**src/rtl/fmrdb_div.sv**
```systemverilog
// ----------------------------------------------------------------------------
// fmrdb_div
// Pipelined restoring divider: a few quotient bits per stage, with a
// sideband that travels with each beat.
// ----------------------------------------------------------------------------
module fmrdb_div #(
  parameter int unsigned NumW         = 41,
  parameter int unsigned DenW         = 19,
  parameter int unsigned BitsPerStage = 4,
  parameter int unsigned SideW        = 1
) (
  input  logic             clk_i,
  input  logic             rst_ni,
  input  logic             en_i,
  input  logic             valid_i,
  input  logic [NumW-1:0]  num_i,
  input  logic [DenW-1:0]  den_i,
  input  logic [SideW-1:0] side_i,
  output logic             valid_o,
  output logic [NumW-1:0]  quot_o,
  output logic [SideW-1:0] side_o
);

  localparam int unsigned NumStages = (NumW + BitsPerStage - 1) / BitsPerStage;
  localparam int unsigned PadW      = NumStages * BitsPerStage;

  logic             valid_q [NumStages];
  logic [DenW-1:0]  rem_q   [NumStages];
  logic [PadW-1:0]  work_q  [NumStages];
  logic [SideW-1:0] side_q  [NumStages];

  for (genvar g = 0; g < NumStages; g++) begin : g_stage
    logic             st_valid;
    logic [DenW-1:0]  st_rem;
    logic [PadW-1:0]  st_work;
    logic [SideW-1:0] st_side;
    logic [DenW-1:0]  rem_d;
    logic [PadW-1:0]  work_d;

    if (g == 0) begin : g_first
      assign st_valid = valid_i;
      assign st_rem   = '0;
      assign st_work  = PadW'(num_i);
      assign st_side  = side_i;
    end else begin : g_next
      assign st_valid = valid_q[g-1];
      assign st_rem   = rem_q[g-1];
      assign st_work  = work_q[g-1];
      assign st_side  = side_q[g-1];
    end

    // shift numerator bits into the remainder, quotient bits in at the bottom
    always_comb begin
      logic [DenW:0] trial;
      rem_d  = st_rem;
      work_d = st_work;
      for (int i = 0; i < BitsPerStage; i++) begin
        trial  = {rem_d, work_d[PadW-1]};
        work_d = {work_d[PadW-2:0], 1'b0};
        if (trial >= {1'b0, den_i}) begin
          rem_d     = DenW'(trial - {1'b0, den_i});
          work_d[0] = 1'b1;
        end else begin
          rem_d = trial[DenW-1:0];
        end
      end
    end

    always_ff @(posedge clk_i or negedge rst_ni) begin
      if (!rst_ni) begin
        valid_q[g] <= 1'b0;
      end else if (en_i) begin
        valid_q[g] <= st_valid;
      end
    end

    always_ff @(posedge clk_i) begin
      if (en_i) begin
        rem_q[g]  <= rem_d;
        work_q[g] <= work_d;
        side_q[g] <= st_side;
      end
    end
  end

  assign valid_o = valid_q[NumStages-1];
  assign quot_o  = work_q[NumStages-1][NumW-1:0];
  assign side_o  = side_q[NumStages-1];

endmodule

```
**config.mk**
```make
export PLATFORM = sky130hd
export DESIGN_NAME = fmrdb_div
export DESIGN_NICKNAME = d
export VERILOG_FILES = /design/src/rtl/fmrdb_div.sv
export SDC_FILE = /design/constraint.sdc
export NUM_CORES = 2
export LEC_CHECK = 0
export ABC_CLOCK_PERIOD_IN_PS = 20700
export BUFFER_PORTS_ARGS = -buffer_cell sky130_fd_sc_hd__buf_4
export CORE_UTILIZATION = 55
export CTS_BUF_LIST = sky130_fd_sc_hd__clkbuf_4
export DETAILED_ROUTE_END_ITERATION = 10
export MAX_ROUTING_LAYER = met4
export PLACE_DENSITY = 0.71
export SYNTH_ARGS = -nofsm -noshare
export SYNTH_HDL_FRONTEND = slang
export SYNTH_SLANG_ARGS = --single-unit
```
**constraint.sdc**
```tcl
create_clock -name clk_i -period 20.7 [get_ports clk_i]
set_clock_uncertainty 0.2 [all_clocks]
set_input_delay 6.21 -clock clk_i [delete_from_list [all_inputs] [get_ports clk_i]]
set_output_delay 6.21 -clock clk_i [all_outputs]
set_load 0.03 [all_outputs]
```
[Yosys cells after proc, flatten, opt, wreduce, memory -nomap -nowiden]
Memories as Yosys holds them, arrays and structs flattened.
Index checks and enable logic that the tools add are counted.
Storage, ports and cells
  bits in registers: 11
  memory bits (writable): 704
  output and inout port bits: 43
  word-level logic and storage cells: 192
  memories: 3
Cells by class
  $add $sub $neg: 44
  magnitude comparators: 44
  mux-type cells: 90
Memory list
  work_q: words 11, bits a word 44, read ports 11, clocked after memory_dff 0, wr ports 11, line 29  | logic [PadW-1:0] work_q [NumStages];
  rem_q: words 11, bits a word 19, read ports 10, clocked after memory_dff 0, wr ports 11, line 28  | logic [DenW-1:0] rem_q [NumStages];
  side_q: words 11, bits a word 1, read ports 11, clocked after memory_dff 0, wr ports 11, line 30  | logic [SideW-1:0] side_q [NumStages];
Operators by type and width (count)
  greater-or-equal comparator 20 x 19 -> 1 bit: 43
  2-to-1 mux 19 bit: 44
  subtractor 19 bit: 43
  2-to-1 mux 1 bit: 46
  greater-or-equal comparator 1 x 19 -> 1 bit, first input constant: 1
  subtractor 1 x 19 -> 19 bit, first input constant: 1

[Logic depth before layout (Yosys ltp)]
An unclocked memory read counts as a cell.
  depth after elaboration: 9
  depth in mapped cells: 55

[Worst setup path before layout]
No wires, ideal clock.
  path type: input to register
  from: in den_i[1]
  to: mem rem_q[3][11] (data pin)
  setup time: 0.260 ns
  data arrival time: 17.774 ns
  data required time: 20.240 ns
  path slack: 2.466 ns
  stages on the path: 50
  path through: clkbuf_1 > inv_1 > fa_1 > a21o_1 > a221oi_1 > a21oi_1 > a21oi_2 > a22o_1 > buf_1 > clkbuf_1 > a211oi_1 > a21oi_1 > inv_1 > ha_1 > o211ai_1 > a21oi_1 > o21a_1 > o41ai_1 > [14 not listed] > nor2_1 > o221ai_1 > buf_2 > buf_2 > mux2_2 > ha_1 > a21o_1 > a21o_1 > a21o_1 > a221o_1 > a21o_1 > a211o_1 > o311ai_0 > o2bb2ai_1 > nand2_1 > mux2i_1 > buf_2 > mux2_2
RTL lines
  from (decl): line 17  | input logic [DenW-1:0] den_i,
  to (decl): line 28

==> results.md <==
Outcome:
- The flow ran to the end, and the final reports show no timing, DRC or antenna violations.

Placement:
- The placed instance area is 69300 um2.
- At the end of routability-driven placement, the weighted congestion stood at 0.987.
- Detailed placement ended at an HPWL of about 140000 um.
- The number of buffers added on ports is roughly 110.

STA:
- The normalized max-slew margin is 27.1%.
- The clock period minus worst slack is 18.20 ns.
- Setup repair after global routing left no endpoint under its margin.
- The number of max-slew violations in the final report is 0.
- The maximum frequency from static timing analysis is 0.0549 GHz.
- In the finished design, the share of the clock period the worst path needs comes to 87.9%.
- For the final routed database, the setup TNS stands at 0 ns.
- The count of final hold-check violations is 0.
- The count of final setup violators is 0.
- The transition time at the pin with the least slew margin is 1.09 ns.

Synth:
- The basic-gate share of the synthesized area counting and, or, nand and nor cells is 14.2%.
- The proportion of synthesized flip-flops having asynchronous set or reset is 1.66%.
- The synthesized flop and latch total is 663.
- The number of synthesized flops with an enable pin is 652.
- Among all flip-flop cells after synthesis, the most frequent one is edfxtp_1.
- The fraction of synthesized cell area taken by the top area cell type is 29.6%.
- The library cell occupying the most area in the post-synthesis netlist is edfxtp_1.
- The average cell area after synthesis is 9.24 um2.
- The synthesized netlist devotes between 10% and 20% of its cell area to adder and majority cells.
- The synthesized area is 66100 um2.
- The compound-gate portion of the synthesized area is 21.6%.
- The number of different library cells in the post-synthesis netlist is 98.
- The share of the yosys chip area belonging to registers is 30.1%.
- The multiplexer area fraction after synthesis is 6.70%.
- The number of nets in the synthesized netlist is 8075.
- The dominant combinational cell family by area after synthesis is compound AO/OA/AOI/OAI gates.
- Yosys attributes the largest share of cell area to edfxtp_1 (30%), ha_1 (15%), mux2_2 (5.1%).
- Synthesis produced a netlist whose cell count is 7153.
- The Yosys step of the flow raised 0 warnings.
- Summing the areas of all xor and xnor instances in the mapped netlist gives 7.84% of the synthesized area.

Drt:
- The detailed-router iteration count before antenna repair is 7.
- For this block, the via count after detailed routing is around 57000.
- The mean routed wirelength per cell is 20.3 um.
- The count of nets left with antenna violations after detail routing is 0.
- The number of DRC markers in iteration 0 is 4481.
- The detailed-route vias per instance is ~6.2.
- In the routed design, unresolved DRC markers number 0.
- After detailed routing, the total wire length is 186000 um.

Critical path:
- The worst setup path is captured at a register.
- On the worst path, the slowest cell contributes a delay of 0.71 ns.
- The master of the slowest instance on the critical path is a41o_1.
- The worst setup path is launched from a primary input.
- For the worst setup path, the data required time is 21.45 ns.
- The kind of critical path is primary input to register.
- The most numerous cell type found on the critical path is a21oi_1.
- Data on the critical path arrives at its endpoint at around 19 ns.
- The maximum fanout along the worst path is 33.

CTS:
- The insertion delay of the later-clocked pin in the worst-skew pair is 1.21 ns.
- In this run the number of H-tree levels came out at 4.
- In this run, post-CTS repair resized a total of 0 instances.
- The number of buffers between clock root and the deepest sink is 3.
- The hold buffer count at cts is 0.
- The register clock-pin slew on the reported worst setup and hold paths is around 0.070 ns.
- Post-CTS timing repair inserted 0 buffers for setup.
- TritonCTS built the clock tree.
- For this design, the sink count on the clock tree is 663.
- The root buffer cell chosen for the clock tree is clkbuf_4.
- Buffers inserted during clock tree synthesis total about 180.

Layout:
- Of the cells placed in the final design, the portion with a size suffix greater than 1 is roughly an eighth.
- After the last flow step, the layout net total stands at between 8000 and 9000.
- The number of filler cells placed in the layout is 10500.
- The total non-filler cell area in the finished layout is 71600 um2.
- The area overhead of the layout relative to synthesis is 8.32%.
- The area taken by flip-flops and latches is 19900 um2.
- The multi-input combinational cells in the finished layout cover a total of between 40000 and 50000 um2.

Floorplanning:
- Measured along the y axis, the die boundary spans 349 um.
- The floorplan step set the die width to around 350 um.
- In this run the standard cell core region covers roughly 120000 um2.
- around 110 I/O pins were placed.
- The floorplan row count is ~130.
- The die footprint is 122000 um2.
- The starting density of the core is a little under three fifths.

Global routing:
- The via count of the first global-routing pass is 53300.
- The pin count of the biggest net entering global routing is 171.
- For this run, the total global-route usage over all layers was measured as a little under a third.
- The number of antenna violations at the first check in global routing came to 4.
- After global routing the overflow that remains totals 0.
- The first global-routing pass estimated 289000 um of wire.

Min path:
- The tightest min-delay check is of the register to register type.

Job:
- The number of max-cap violations is 0.
==> cell type report <==
| class | count | area share, % |
|---|---|---|
| Multi-Input combinational cell | 5977 | 61.9 |
| Sequential cell | 663 | 27.7 |
| Tap cell | 1600 | 2.80 |
| Clock buffer | 253 | 2.65 |
| Timing Repair Buffer | 221 | 2.36 |
| Inverter | 376 | 1.98 |
| Clock inverter | 58 | 0.521 |
| Antenna cell | 11 | 0.0385 |
==> cells in the mapped netlist (31+ instances only) <==
| master | instances |
|---|---|
| nand4_1 | 98 |
| o211ai_1 | 41 |
| fa_1 | 40 |
| a21boi_0 | 32 |
| o21ai_0 | 511 |
| edfxtp_1 | 652 |
| and3_1 | 59 |
| and2_1 | 31 |
| nor2b_1 | 115 |
| nand2b_1 | 128 |
| nor4_1 | 37 |
| nand3_1 | 147 |
| a211oi_1 | 66 |
| a21oi_1 | 602 |
| xor2_1 | 225 |
| or2_2 | 42 |
| a21o_1 | 266 |
| nand2_1 | 523 |
| o31ai_1 | 62 |
| or3_1 | 46 |
| a31oi_1 | 54 |
| o21bai_1 | 68 |
| nor3_1 | 159 |
| o221ai_1 | 43 |
| o21a_1 | 119 |
| inv_1 | 369 |
| xnor2_1 | 366 |
| ha_1 | 817 |
| nor2_1 | 466 |
| mux2_2 | 298 |
| clkbuf_1 | 89 |
| mux2i_1 | 107 |
==> metal layers <==
layer	vias to the layer above	routed length, um	track usage (%)
li1	27700	-	-
met1	26800	82500	40.0
met2	1788	84700	48.2
met3	418	11000	4.34
met4	0	7430	12.1
met5	-	0	-
==> stage by stage <==
| stage | utilization, % | worst slack, ns | cells | hold WS, ns |
|---|---|---|---|---|
| floorplan | - | 2.47 | 7153 | 0.200 |
| global placement | 58.4 | 1.77 | 8837 | 0.200 |
| detailed placement | 58.4 | 1.39 | 8837 | 0.205 |
| CTS | 60.3 | 2.70 | 9148 | 0.197 |
| global route | 60.4 | 1.51 | 9158 | 0.175 |
| finish | 60.4 | 2.50 | 9159 | 0.160 |
==> kinds of logic after synthesis <==
logic type | count (synthesis)
DFF | 663
adders and majority gates | 857
muxes | 405
xor gates and xnor gates | 591
and+or+nand+nor | 1926
AOI/OAI and AO/OA | 2198
buffers and inverters | 513
==> sequential cells by signal, summed over array words and instances, names as in the netlist <==
signal / count
rem_q: 190
valid_o: 1
side_q: 11
work_q: 451
g_stage.st_valid: 10
==> final timing paths <==
check | startpoint | to | slack [ns] | depth (start not counted)
min in group asynchronous | rst_ni | g_stage[3].st_valid | 4.64 | 1
max in group asynchronous | rst_ni | g_stage[2].st_valid | 15.50 | 1
min | work_q[9][17] | work_q[10][21] | 0.16 | 0
max | den_i[0] | rem_q[4][12] | 2.50 | 46
min reg2reg | work_q[9][17] | work_q[10][21] | 0.16 | 0
max reg2reg | work_q[1][43] | rem_q[2][14] | 7.73 | 44
==> layout by cell type (no fill, tap or decap), types with 23 or more instances in the layout <==
| cell type | n |
|---|---|
| ha_1 | 817 |
| and3_1 | 59 |
| buf_4 | 218 |
| and2_1 | 31 |
| inv_2 | 23 |
| xnor2_1 | 366 |
| clkbuf_4 | 253 |
| inv_1 | 351 |
| nand2b_1 | 128 |
| o31a_1 | 30 |
| nand3_1 | 147 |
| nor2b_1 | 115 |
| xor2_1 | 225 |
| a21oi_1 | 599 |
| a31oi_1 | 54 |
| or2_2 | 42 |
| edfxtp_1 | 652 |
| a211oi_1 | 65 |
| nor3_1 | 158 |
| nand2_1 | 523 |
| a221o_1 | 24 |
| o21bai_1 | 68 |
| o21ai_0 | 511 |
| a211o_1 | 27 |
| fa_1 | 40 |
| mux2i_1 | 105 |
| nor4_1 | 37 |
| mux2_2 | 298 |
| clkinv_1 | 34 |
| o221ai_1 | 42 |
| o211ai_1 | 41 |
| o21a_1 | 119 |
| a21boi_0 | 32 |
| a21o_1 | 266 |
| or3_1 | 46 |
| nor2_1 | 466 |
| nand4_1 | 98 |
| o31ai_1 | 62 |
==> critical path: cells and delay by family <==
kind	cells	cell delay, ns
simple gates	8	1.84
compound gates	26	6.95
fa+ha+maj	5	1.79
buf+inv	7	2.07
Power is left out: the tool's default activity adds up to more than one toggle a clock period on the data nets, which glitch-free logic cannot reach.
